## src/hdl/scws_pkg.sv

```systemverilog
// Shared constants, field widths and fixed-point helpers for the spring chain wave step block.
`default_nettype none

package scws_pkg;

    localparam int VAL_W    = 32;
    localparam int IDX_W    = 6;
    localparam int NUM_W    = 5;
    localparam int CNT_W    = 7;
    localparam int S_DATA_W = 40;
    localparam int M_DATA_W = 40;
    localparam int CFG_AW   = 2;

    localparam logic OP_TICK   = 1'b0;
    localparam logic OP_SPLASH = 1'b1;

    localparam logic [CFG_AW-1:0] REG_SURFACE_LEVEL  = 2'd0;
    localparam logic [CFG_AW-1:0] REG_BOTTOM_LEVEL   = 2'd1;
    localparam logic [CFG_AW-1:0] REG_SPRINGS_IN_USE = 2'd2;

    localparam logic [CNT_W-1:0] MIN_SPRINGS = 7'd3;
    localparam logic [IDX_W-1:0] SPRINGS_RESET = 6'd32;

    localparam logic signed [15:0] STIFF_Q16 = 16'sd983;
    localparam logic signed [15:0] DAMP_Q16  = 16'sd3277;

    localparam logic signed [VAL_W-1:0] VAL_MAX = 32'sh7FFF_FFFF;
    localparam logic signed [VAL_W-1:0] VAL_MIN = 32'sh8000_0000;

    function automatic logic signed [VAL_W-1:0] sat32(input logic signed [35:0] v);
        logic signed [VAL_W-1:0] r;
        if (v > 36'(VAL_MAX)) begin
            r = VAL_MAX;
        end else if (v < 36'(VAL_MIN)) begin
            r = VAL_MIN;
        end else begin
            r = 32'(v);
        end
        return r;
    endfunction

    function automatic logic signed [VAL_W-1:0] rnd_q16(input logic signed [47:0] p);
        logic signed [47:0] t;
        t = p + 48'sd32768;
        return 32'(t >>> 16);
    endfunction

    function automatic logic signed [VAL_W-1:0] quarter(input logic signed [32:0] d);
        logic signed [33:0] t;
        t = 34'(d) + 34'sd2;
        return 32'(t >>> 2);
    endfunction

endpackage

`default_nettype wire

```

## src/hdl/spring_chain_wave_step_top.sv

```systemverilog
// Top level of the spring chain wave step: sequencer, update pipeline and state RAMs.
//
//  channel | ports           | moves
//  --------+-----------------+----------------------------------------------
//  input   | s_tvalid/tready | tuser: opcode; tdata: spring_index, splash_speed
//  result  | m_tvalid/tready | tdata: spring_number, surface_height; tlast: last
//  config  | cfg_wr_en       | cfg_addr: register index; cfg_wdata: value
//
// A tick moves each spring through one read and one write of the height and speed
// RAMs, one spring per cycle through a five-stage update pipeline when results are
// taken at once.
// A result stalls the whole pipeline while the output register is full.
// Reset is synchronous, active low; per-entry valid bits make never-written
// entries read as zero, so no clearing pass follows reset.
`default_nettype none

module spring_chain_wave_step_top #(
    parameter int MAX_SPRINGS = 32
) (
    input  wire logic                                aclk,
    input  wire logic                                aresetn,
    input  wire logic                                s_tvalid,
    output logic                                     s_tready,
    input  wire logic [scws_pkg::S_DATA_W-1:0]       s_tdata,   // [5:0] spring_index, [37:6] splash_speed
    input  wire logic                                s_tuser,   // [0] opcode
    output logic                                     m_tvalid,
    input  wire logic                                m_tready,
    output logic      [scws_pkg::M_DATA_W-1:0]       m_tdata,   // [4:0] spring_number, [36:5] surface_height
    output logic                                     m_tlast,
    input  wire logic                                cfg_wr_en,
    input  wire logic [scws_pkg::CFG_AW-1:0]         cfg_addr,
    input  wire logic [scws_pkg::VAL_W-1:0]          cfg_wdata
);

    localparam int IW = $clog2(MAX_SPRINGS);
    localparam int PAD_W = scws_pkg::M_DATA_W - scws_pkg::NUM_W - scws_pkg::VAL_W;

    typedef enum logic [2:0] {
        ST_IDLE  = 3'b001,
        ST_RUN   = 3'b010,
        ST_DRAIN = 3'b100
    } state_t;

    state_t state_reg, state_next;

    logic signed [31:0] surface_reg, bottom_reg;
    logic [scws_pkg::IDX_W-1:0] springs_reg;

    logic [IW-1:0] issue_idx_reg, last_idx_reg;
    logic [MAX_SPRINGS-1:0] hval_reg, sval_reg;

    logic v1_reg, v2_reg, v3_reg, v4_reg, cv_reg;
    logic [IW-1:0] idx1_reg, idx2_reg, idx3_reg, idx4_reg, cidx_reg;
    logic last1_reg, last2_reg, last3_reg, last4_reg, clast_reg;
    logic hv1_reg, sv1_reg;
    logic signed [47:0] pk2_reg, pd2_reg;
    logic signed [31:0] s2_reg, h2_reg, s3_reg, h3_reg, s4_reg, h4_reg;
    logic signed [31:0] ch_reg, cs_reg, ph_reg;

    logic [scws_pkg::NUM_W-1:0] out_num_reg;
    logic signed [31:0] out_h_reg;
    logic out_last_reg, m_tvalid_reg;

    logic s_acc, tick_go, splash_go, adv, issue, fire, fire_go, pipe_empty;
    logic [scws_pkg::CNT_W-1:0] cnt_in, n_eff;
    logic [scws_pkg::IDX_W-1:0] s_idx;
    logic signed [31:0] s_speed;

    logic [31:0] h_rdata, s_rdata;
    logic signed [31:0] h1_w, s1_w;
    logic signed [32:0] dist_w;
    logic signed [47:0] pk_w, pd_w;
    logic signed [31:0] snew_w, hsum_w, hnew_w;
    logic signed [32:0] dprev_w, dnext_w;
    logic signed [31:0] qprev_w, qnext_w;
    logic signed [33:0] gain_w;
    logic signed [31:0] s_fin_w, h_gain_w, h_fin_w;

    logic spd_we;
    logic [IW-1:0] spd_waddr;
    logic [31:0] spd_wdata;

    assign s_tready = (state_reg == ST_IDLE);
    assign s_acc = s_tvalid && s_tready;
    assign s_idx = s_tdata[scws_pkg::IDX_W-1:0];
    assign s_speed = $signed(s_tdata[scws_pkg::IDX_W +: scws_pkg::VAL_W]);

    assign cnt_in = {1'b0, springs_reg};
    assign n_eff = (cnt_in < scws_pkg::MIN_SPRINGS) ? scws_pkg::MIN_SPRINGS :
                   (cnt_in > scws_pkg::CNT_W'(MAX_SPRINGS)) ?
                   scws_pkg::CNT_W'(MAX_SPRINGS) : cnt_in;

    assign tick_go = s_acc && (s_tuser == scws_pkg::OP_TICK);
    assign splash_go = s_acc && (s_tuser == scws_pkg::OP_SPLASH)
                       && ({1'b0, s_idx} < n_eff);

    assign adv = !m_tvalid_reg || m_tready;
    assign issue = (state_reg == ST_RUN) && adv;
    assign fire = cv_reg && (v4_reg || clast_reg);
    assign fire_go = fire && adv;
    assign pipe_empty = !v1_reg && !v2_reg && !v3_reg && !v4_reg && !cv_reg;

    always_comb begin
        state_next = state_reg;
        unique case (state_reg)
            ST_IDLE: begin
                if (tick_go) begin
                    state_next = ST_RUN;
                end
            end
            ST_RUN: begin
                if (issue && issue_idx_reg == last_idx_reg) begin
                    state_next = ST_DRAIN;
                end
            end
            ST_DRAIN: begin
                if (pipe_empty) begin
                    state_next = ST_IDLE;
                end
            end
            default: state_next = ST_IDLE;
        endcase
    end

    // stage 1: RAM data, masked by valid bits, into the two products
    assign h1_w = hv1_reg ? $signed(h_rdata) : 32'sd0;
    assign s1_w = sv1_reg ? $signed(s_rdata) : 32'sd0;
    assign dist_w = 33'(h1_w) - 33'(surface_reg);
    assign pk_w = dist_w * scws_pkg::STIFF_Q16;
    assign pd_w = s1_w * scws_pkg::DAMP_Q16;

    // stage 2: new speed
    assign snew_w = scws_pkg::sat32(36'(s2_reg) - 36'(scws_pkg::rnd_q16(pk2_reg))
                                    - 36'(scws_pkg::rnd_q16(pd2_reg)));

    // stage 3: move and clamp
    assign hsum_w = scws_pkg::sat32(36'(h3_reg) + 36'(s3_reg));
    assign hnew_w = (hsum_w > bottom_reg) ? bottom_reg : hsum_w;

    // window: neighbor exchange for the center spring
    assign dprev_w = 33'(ph_reg) - 33'(ch_reg);
    assign dnext_w = 33'(h4_reg) - 33'(ch_reg);
    assign qprev_w = (cidx_reg != '0) ? scws_pkg::quarter(dprev_w) : 32'sd0;
    assign qnext_w = clast_reg ? 32'sd0 : scws_pkg::quarter(dnext_w);
    assign gain_w = 34'(qprev_w) + 34'(qnext_w);
    assign s_fin_w = scws_pkg::sat32(36'(cs_reg) + 36'(gain_w));
    assign h_gain_w = scws_pkg::sat32(36'(ch_reg) + 36'(gain_w));
    assign h_fin_w = (cidx_reg == '0 || clast_reg) ? surface_reg : h_gain_w;

    assign spd_we = fire_go || splash_go;
    assign spd_waddr = fire_go ? cidx_reg : s_idx[IW-1:0];
    assign spd_wdata = fire_go ? s_fin_w : s_speed;

    scws_ram #(.WIDTH(scws_pkg::VAL_W), .DEPTH(MAX_SPRINGS)) u_height_ram (
        .aclk    (aclk),
        .wr_en   (fire_go),
        .wr_addr (cidx_reg),
        .wr_data (h_fin_w),
        .rd_en   (issue),
        .rd_addr (issue_idx_reg),
        .rd_data (h_rdata)
    );

    scws_ram #(.WIDTH(scws_pkg::VAL_W), .DEPTH(MAX_SPRINGS)) u_speed_ram (
        .aclk    (aclk),
        .wr_en   (spd_we),
        .wr_addr (spd_waddr),
        .wr_data (spd_wdata),
        .rd_en   (issue),
        .rd_addr (issue_idx_reg),
        .rd_data (s_rdata)
    );

    always_ff @(posedge aclk) begin
        if (!aresetn) begin
            state_reg     <= ST_IDLE;
            surface_reg   <= '0;
            bottom_reg    <= scws_pkg::VAL_MAX;
            springs_reg   <= scws_pkg::SPRINGS_RESET;
            issue_idx_reg <= '0;
            hval_reg      <= '0;
            sval_reg      <= '0;
            v1_reg        <= 1'b0;
            v2_reg        <= 1'b0;
            v3_reg        <= 1'b0;
            v4_reg        <= 1'b0;
            cv_reg        <= 1'b0;
            m_tvalid_reg  <= 1'b0;
        end else begin
            state_reg <= state_next;
            if (cfg_wr_en) begin
                unique case (cfg_addr)
                    scws_pkg::REG_SURFACE_LEVEL:  surface_reg <= $signed(cfg_wdata);
                    scws_pkg::REG_BOTTOM_LEVEL:   bottom_reg  <= $signed(cfg_wdata);
                    scws_pkg::REG_SPRINGS_IN_USE: springs_reg <= cfg_wdata[scws_pkg::IDX_W-1:0];
                    default: ;
                endcase
            end
            if (tick_go) begin
                issue_idx_reg <= '0;
            end else if (issue) begin
                issue_idx_reg <= issue_idx_reg + 1'b1;
            end
            if (adv) begin
                v1_reg <= issue;
                v2_reg <= v1_reg;
                v3_reg <= v2_reg;
                v4_reg <= v3_reg;
                if (v4_reg) begin
                    cv_reg <= 1'b1;
                end else if (fire) begin
                    cv_reg <= 1'b0;
                end
                m_tvalid_reg <= fire;
            end
            if (fire_go) begin
                hval_reg[cidx_reg] <= 1'b1;
                sval_reg[cidx_reg] <= 1'b1;
            end
            if (splash_go) begin
                sval_reg[s_idx[IW-1:0]] <= 1'b1;
            end
        end
    end

    always_ff @(posedge aclk) begin
        if (tick_go) begin
            last_idx_reg <= IW'(n_eff - 1'b1);
        end
        if (adv) begin
            idx1_reg  <= issue_idx_reg;
            last1_reg <= (issue_idx_reg == last_idx_reg);
            hv1_reg   <= hval_reg[issue_idx_reg];
            sv1_reg   <= sval_reg[issue_idx_reg];

            pk2_reg   <= pk_w;
            pd2_reg   <= pd_w;
            s2_reg    <= s1_w;
            h2_reg    <= h1_w;
            idx2_reg  <= idx1_reg;
            last2_reg <= last1_reg;

            s3_reg    <= snew_w;
            h3_reg    <= h2_reg;
            idx3_reg  <= idx2_reg;
            last3_reg <= last2_reg;

            s4_reg    <= s3_reg;
            h4_reg    <= hnew_w;
            idx4_reg  <= idx3_reg;
            last4_reg <= last3_reg;

            if (v4_reg) begin
                ph_reg    <= ch_reg;
                ch_reg    <= h4_reg;
                cs_reg    <= s4_reg;
                cidx_reg  <= idx4_reg;
                clast_reg <= last4_reg;
            end
            if (fire) begin
                out_num_reg  <= scws_pkg::NUM_W'(cidx_reg);
                out_h_reg    <= h_fin_w;
                out_last_reg <= clast_reg;
            end
        end
    end

    assign m_tvalid = m_tvalid_reg;
    assign m_tdata = {{PAD_W{1'b0}}, out_h_reg, out_num_reg};
    assign m_tlast = out_last_reg;

endmodule

`default_nettype wire

```

## src/hdl/scws_ram.sv

```systemverilog
// Generic single-write, single-read RAM with registered read data.
`default_nettype none

module scws_ram #(
    parameter int WIDTH = 32,
    parameter int DEPTH = 32
) (
    input  wire logic                     aclk,
    input  wire logic                     wr_en,
    input  wire logic [$clog2(DEPTH)-1:0] wr_addr,
    input  wire logic [WIDTH-1:0]         wr_data,
    input  wire logic                     rd_en,
    input  wire logic [$clog2(DEPTH)-1:0] rd_addr,
    output logic      [WIDTH-1:0]         rd_data
);

    logic [WIDTH-1:0] mem [DEPTH];

    always_ff @(posedge aclk) begin
        if (wr_en) begin
            mem[wr_addr] <= wr_data;
        end
        if (rd_en) begin
            rd_data <= mem[rd_addr];
        end
    end

endmodule

`default_nettype wire

```

## config.mk

```make
export PLATFORM = sky130hd
export DESIGN_NAME = spring_chain_wave_step_top
export DESIGN_NICKNAME = d
export VERILOG_FILES = /design/src/hdl/scws_pkg.sv /design/src/hdl/spring_chain_wave_step_top.sv /design/src/hdl/scws_ram.sv
export SDC_FILE = /design/constraint.sdc
export NUM_CORES = 2
export LEC_CHECK = 0
export ABC_CLOCK_PERIOD_IN_PS = 23000
export BUFFER_PORTS_ARGS = -buffer_cell sky130_fd_sc_hd__buf_4
export CAP_MARGIN = 25
export CORE_ASPECT_RATIO = 1.25
export CORE_MARGIN = 8
export CORE_UTILIZATION = 50
export DETAILED_ROUTE_END_ITERATION = 8
export PLACE_DENSITY_LB_ADDON = 0.2
export SYNTH_ARGS = -nofsm -noshare
export SYNTH_HDL_FRONTEND = slang
export SYNTH_SLANG_ARGS = --single-unit
```

## constraint.sdc

```tcl
create_clock -name aclk -period 23 [get_ports aclk]
set_clock_uncertainty 0.05 [all_clocks]
set_input_delay 1.15 -clock aclk [delete_from_list [all_inputs] [get_ports aclk]]
set_output_delay 1.15 -clock aclk [all_outputs]
set_load 0.005 [all_outputs]
```

**After elaboration in Yosys (flattened, before gate mapping)**

Memory sizes are Yosys's and may differ from the RTL's. A register that Yosys moved wholly into a read port is not among the register bits.
Index checks and enable logic that the tools add are counted.

- Register bits: 607
- RAM bits: 2048
- Bits of input ports: 80
- Output and inout port bits: 43
- Word-level logic and storage cells: 164
- Memories kept: 2

- Add/subtract/negate cells: 15
- Multiply operators: 2
- $lt $le $gt $ge: 17
- Eq/ne operators: 9
- Mux-type cells: 38
- Bitwise logic cells: 5
- Reduce and logical (&&, ||, !) cells: 36

Memory list:

| name | words | width | rd ports | clocked after memory_dff | write ports | RTL line | text |
|---|---|---|---|---|---|---|---|
| u_height_ram.mem | 32 | 32 | 1 | 1 | 1 | scws_ram.sv:17 | `logic [WIDTH-1:0] mem [DEPTH];` |
| u_speed_ram.mem | 32 | 32 | 1 | 1 | 1 | scws_ram.sv:17 |  |

Operators with widths:

| operator | count |
|---|---|
| 32-bit two-way mux | 17 |
| 32-bit by 32-bit subtractor with 33-bit output | 4 |
| 34-bit by 32-bit greater-than comparator with 1-bit output (second input constant) | 3 |
| 34-bit by 32-bit < comparator with 1-bit output (second input constant) | 3 |
| 48-bit by 17-bit adder with 48-bit output (second input constant) | 2 |
| 32-bit bitwise OR | 3 |
| 32-bit by 33-bit adder with 34-bit output | 2 |
| 33-bit by 3-bit adder with 34-bit output (second input constant) | 2 |
| 32-bit by 32-bit adder with 33-bit output | 2 |
| 32-bit by 13-bit multiplier with 45-bit output (second input constant) | 1 |
| 33-bit by 11-bit multiplier with 44-bit output (second input constant) | 1 |
| 33-bit by 32-bit subtractor with 34-bit output | 1 |
| 33-bit by 32-bit greater-than comparator with 1-bit output (second input constant) | 1 |
| 33-bit by 32-bit < comparator with 1-bit output (second input constant) | 1 |
| 32-bit greater-than comparator | 1 |
| 5-bit by 6-bit < comparator with 1-bit output (second input constant) | 3 |
| 1-bit logical AND | 14 |
| 6-bit two-way mux | 2 |
| 2-bit AND reduction | 6 |
| 1-bit binary-select mux with 5-bit select | 2 |
| 1-bit demux with 5-bit select | 2 |
| 5-bit by 1-bit greater-or-equal comparator with 1-bit output (second input constant) | 2 |
| 1-bit two-way mux | 10 |
| 3-bit two-way mux | 3 |
| 24 further kinds | 34 |

**Depth between registers and ports, before layout**

- Word-level depth: 9
- Gate-level depth with buffers: 39
- Mapped depth without buffers: 38

**By module**

From an unflattened synthesis, not the netlist that was laid out.

- Cell total of the unflattened synthesis: 9783
- Area total of the unflattened synthesis: 133444.2 sq um

Modules (own cells, without submodules):

| module | instances | cells an instance | area an instance (sq um) | seq. area each (sq um) |
|---|---|---|---|---|
| spring_chain_wave_step_top | 1 | 5263 | 51828.5 | 15635.0 |
| scws_ram (u_height_ram) | 1 | 2260 | 40810.4 | 31710.4 |
| scws_ram (u_speed_ram) | 1 | 2260 | 40805.4 | 31710.4 |

**Worst setup path before layout**

Ideal clock, no wire load.

- Path kind: input -> register
- Start point: input port m_tready
- End point: memory u_speed_ram.mem[0][11], data pin
- Setup time: 615 ps
- Arrival: 9618 ps
- Data required time: 22335 ps
- Path slack: 12717 ps
- Stages: 7
- Path buffers: 3
- Cell sequence: nor2b_1 clkbuf_1 inv_1 nand2b_1 clkbuf_1 clkbuf_1 o311ai_0

- Longest elaborated chain between the ends: 3

RTL lines:

| what | RTL line | text |
|---|---|---|
| start: declaration | spring_chain_wave_step_top.sv:27 | `input wire logic m_tready,` |
| 1-bit logical OR | spring_chain_wave_step_top.sv:97 | `assign adv = !m_tvalid_reg \|\| m_tready;` |
| 1-bit logical AND | spring_chain_wave_step_top.sv:100 | `assign fire_go = fire && adv;` |
| 32-bit two-way mux | spring_chain_wave_step_top.sv:152 | `assign spd_wdata = fire_go ? s_fin_w : s_speed;` |
| named net spd_wdata[11] | spring_chain_wave_step_top.sv:81 | `logic [31:0] spd_wdata;` |
| end: declaration | scws_ram.sv:17 |  |

The timed path passes the listed nets, and every way through them passes these cells.

**Final worst setup path**

- Start point: register ch_reg[5]
- End point: register out_h_reg[26], data pin

- Longest elaborated chain between the ends: 9
- Elaborated cells between the ends (all ways): 13
- Those cells by class: add/sub: 6; order compare: 2; mux: 5

RTL lines:

| what | RTL line | text |
|---|---|---|
| start: declaration | spring_chain_wave_step_top.sv:58 | `logic signed [31:0] ch_reg, cs_reg, ph_reg;` |
| start signal: assignment | spring_chain_wave_step_top.sv:255 | `ch_reg <= h4_reg;` |
| 32-bit by 32-bit subtractor with 33-bit output (on tied branches) | spring_chain_wave_step_top.sv:141, spring_chain_wave_step_top.sv:142 |  |
| 33-bit by 3-bit adder with 34-bit output | scws_pkg.sv:50 | `t = 34'(d) + 34'sd2;` |
| 32-bit two-way mux (on tied branches) | spring_chain_wave_step_top.sv:143, spring_chain_wave_step_top.sv:144 |  |
| 32-bit by 32-bit adder with 33-bit output | spring_chain_wave_step_top.sv:145 | `assign gain_w = 34'(qprev_w) + 34'(qnext_w);` |
| 32-bit by 33-bit adder with 34-bit output (*) | spring_chain_wave_step_top.sv:147 | `assign h_gain_w = scws_pkg::sat32(36'(ch_reg) + 36'(gain_w));` |
| 34-bit by 32-bit < comparator with 1-bit output | scws_pkg.sv:34 | `end else if (v < 36'(VAL_MIN)) begin` |
| 32-bit two-way mux | scws_pkg.sv:34 |  |
| 32-bit two-way mux (*) | scws_pkg.sv:32 | `if (v > 36'(VAL_MAX)) begin` |
| 32-bit two-way mux (*) | spring_chain_wave_step_top.sv:148 | `assign h_fin_w = (cidx_reg == '0 \|\| clast_reg) ? surface_reg : h_gain_w;` |
| named net h_fin_w[26] | spring_chain_wave_step_top.sv:77 | `logic signed [31:0] s_fin_w, h_gain_w, h_fin_w;` |
| end signal: assignment | spring_chain_wave_step_top.sv:262 | `out_h_reg <= h_fin_w;` |
| end: declaration | spring_chain_wave_step_top.sv:61 | `logic signed [31:0] out_h_reg;` |

The timed path passes the listed nets; every way through them passes the cells marked *.
A chain may end at the register's enable or synchronous reset.

==> results.sh <==
export IMPL_die_w_um=473
export IMPL_port_buffers=117
export IMPL_path_class="reg -> reg"
export IMPL_grt_first_pass_wirelength_mm=504
export IMPL_syn_avg_cell_area_um2=15.8
export IMPL_peakVddDrop_mv=0.527
export IMPL_drtIter0Drc=6870
export IMPL_synth_edf_count=2534
export IMPL_initial_core_util_pct=50.1
export IMPL_slowest_delay_ns=0.99
export IMPL_tns_ns=0
export IMPL_dr_pass1_iters=6
export IMPL_ys_warn_count=0
export IMPL_async_flop_share_pct=0
export IMPL_tightest_slew_ns=1.28
export IMPL_grt_setup_unrepaired="no"
export IMPL_reg_top3="u_height_ram.mem (1024), u_speed_ram.mem (1024)"
export IMPL_clk_pin_slew_ns=0.06
export IMPL_wirelength_mm=349
export IMPL_fin_crit_ns=9.80
export IMPL_min_period_over_period_pct=42.6
export IMPL_maxClockFrequency_mhz=102
export IMPL_root_buffer="clkbuf_16"
export IMPL_cts_hold_buf=0
export IMPL_total_power_mw=21.0
export IMPL_synth_cells=8257
export IMPL_min_path_type="reg -> reg"
export IMPL_vias=73000
export IMPL_grt_max_degree=162
export IMPL_min_to="cs_reg[12]"
export IMPL_rr_startpoint="ch_reg[5]"
export IMPL_antenna_found_initial=12
export IMPL_core_area_um2=261000
export IMPL_ioPinCount=123
export IMPL_drv_slew=0
export IMPL_synth_yosys_seq_area_share_pct=60.5
export IMPL_grtUsageTotal_pct=24.6
export IMPL_startpoint_type="flip-flop"
export IMPL_min_from="s4_reg[12]"
export IMPL_gp_congestion=0.908
export IMPL_grt_pass1_vias=74000
export IMPL_finish_net_count=9630
export IMPL_clock_latency_ns=0.84
export IMPL_rows=210
export IMPL_overflow=0
export IMPL_cp_end_kind="flip-flop"
export IMPL_multi_input_area_um2=48300
export IMPL_slew_headroom_pct=14.6
export IMPL_synth_seq_cells=2682
export IMPL_worstHoldPathCells=0
export IMPL_setup_viol_count_final=0
export IMPL_wl_per_cell_um=28.4
export IMPL_worst_r2r_endpoint="out_h_reg[26]"
export IMPL_die_area_um2=278000
export IMPL_n_fill_cell=20400
export IMPL_cp_slowest_cell="a22oi_2"
export IMPL_cts_sinks=2682
export IMPL_cp_max_fo=33
export IMPL_cp_required_ns=23.40
export IMPL_drc=0
export IMPL_run_status="complete, no violations"
export IMPL_timing_hold_ws_ns=0.345
export IMPL_worstPathArrival_ns=10.20
export IMPL_hpwl_mm=222
export IMPL_cts_tree="yes"
export IMPL_post_synth_num_cell_types=99
export IMPL_cts_resized=0
export IMPL_p_per_area_nw_per_um2=144
export IMPL_drive_above_1_share_pct=18.7
export IMPL_h_tree_depth=5
export IMPL_leakage_nw=53.1
export IMPL_cts_made_buffers=276
export IMPL_area_growth_pct=12.0
export IMPL_maxCapViolCount=0
export IMPL_syn_area_um2=131000
export IMPL_cts_setup_buffers=0
export IMPL_synthFlopType="edfxtp_1"
export IMPL_vias_per_cell=5.94
export IMPL_regArea_um2=79100
export IMPL_r2r_slack_ns=13.20
export IMPL_die_h_um=588
export IMPL_detail_route_antenna_nets=0
export IMPL_clk_path_buf_depth=4
export IMPL_finalHoldViolations=0
export IMPL_reg2reg_depth=33
-- layout by cell type (no fill, tap or decap), drive strengths merged, types with 106 or more instances in the layout --
master	count
edfxtp	2534
fa	371
buf	301
nor2	271
a21o	146
dfxtp	148
mux4	660
xor2	118
xnor2	224
a21oi	289
clkbuf	344
ha	602
nand2	388
clkinv	106
o21ai	279
inv	927
-- power by group --
part / leakage [nW] / total [mW] / internal (mW) / switching (mW)
registers: 24.6 / 6.46 / 6.33 / 0.129
clock network: 4.24 / 4.37 / 2.50 / 1.87
logic: 24.2 / 10.2 / 3.90 / 6.31
total: 53.1 / 21.0 / 12.7 / 8.31
-- worst max-delay path by stage --
stage / startpoint / to / depth (start not counted)
floorplan: m_tready / u_speed_ram.mem[0][11] / 7
global placement: ch_reg[2] / u_speed_ram.mem[30][17] / 32
detailed placement: ch_reg[5] / u_speed_ram.mem[12][1] / 33
CTS: ch_reg[2] / u_speed_ram.mem[26][1] / 32
global route: ch_reg[2] / out_h_reg[26] / 32
finish: ch_reg[5] / out_h_reg[26] / 33
-- area by class of cell --
cell class,instances,area share (%)
Multi-Input combinational cell,4399,33.0
Timing Repair Buffer,301,1.77
Clock buffer,344,5.03
Antenna cell,6,0.0103
Tap cell,3498,2.99
Sequential cell,2682,54.0
Inverter,917,2.36
Clock inverter,148,0.903
-- cells in the mapped netlist, types with 35 or more instances --
library cell  instances  area [um2]
clkbuf_1            180         676
a21o_1              146        1100
inv_1               916        3440
dfxtp_1             148        2960
o211ai_1             53         398
ha_1                602        7530
nand2b_1             63         394
a21boi_0             50         375
nor2b_1              70         438
o21ai_0             248        1240
and2_1               55         344
nand3_1              90         450
a211oi_1             35         263
buf_1                62         233
edfxtp_1           2534       76100
nor3_1               45         225
nand2_1             387        1450
xnor2_1             224        1960
xor2_1              118        1030
nor2_1              270        1010
a21oi_1             272        1360
o21bai_1             43         323
mux4_2              660       14900
and3_1               52         325
fa_1                371        7430
o21a_1               68         510
mux2_2               88         991
-- critical path: cells and delay by family, from the launching register on --
family / cells / cell delay, ns
AOI/OAI and AO/OA: 19 / 5.77
adders and majority gates: 4 / 1.31
buffers and inverters: 4 / 0.84
and+or+nand+nor: 5 / 0.82
DFF: 1 / 0.44
xor gates and xnor gates: 1 / 0.16
-- kinds of logic after synthesis --
group / share of synthesized area [%]
compound gates: 5.97
other cells: 0.00287
flops: 60.5
simple gates: 4.17
xor+xnor: 2.29
mux: 12.2
buf+inv: 3.43
fa+ha+maj: 11.4
-- metrics by stage --
| step | setup WS [ns] | util, % | std cells | cell area [um2] |
|---|---|---|---|---|
| 2_1_floorplan | 12.72 | - | 8259 | 131000 |
| 3_3_place_gp | 13.23 | 52.6 | 11800 | 137000 |
| 3_5_place_dp | 13.01 | 52.7 | 11800 | 138000 |
| 4_1_cts | 13.00 | 56.0 | 12300 | 146000 |
| 5_1_grt | 12.35 | 56.1 | 12300 | 146000 |
| 6_report | 13.20 | 56.1 | 12300 | 146000 |
-- metal layers --
metal | global-route usage (%) | part of all wire (%) | up-vias
li1 | - | - | 31800
met1 | 32.4 | 39 | 38100
met2 | 41.9 | 50 | 2500
met3 | 3.34 | 6.2 | 541
met4 | 9.56 | 4.4 | 2
met5 | 0 | 0.0037 | -
Power figures use the tool's default switching activity.
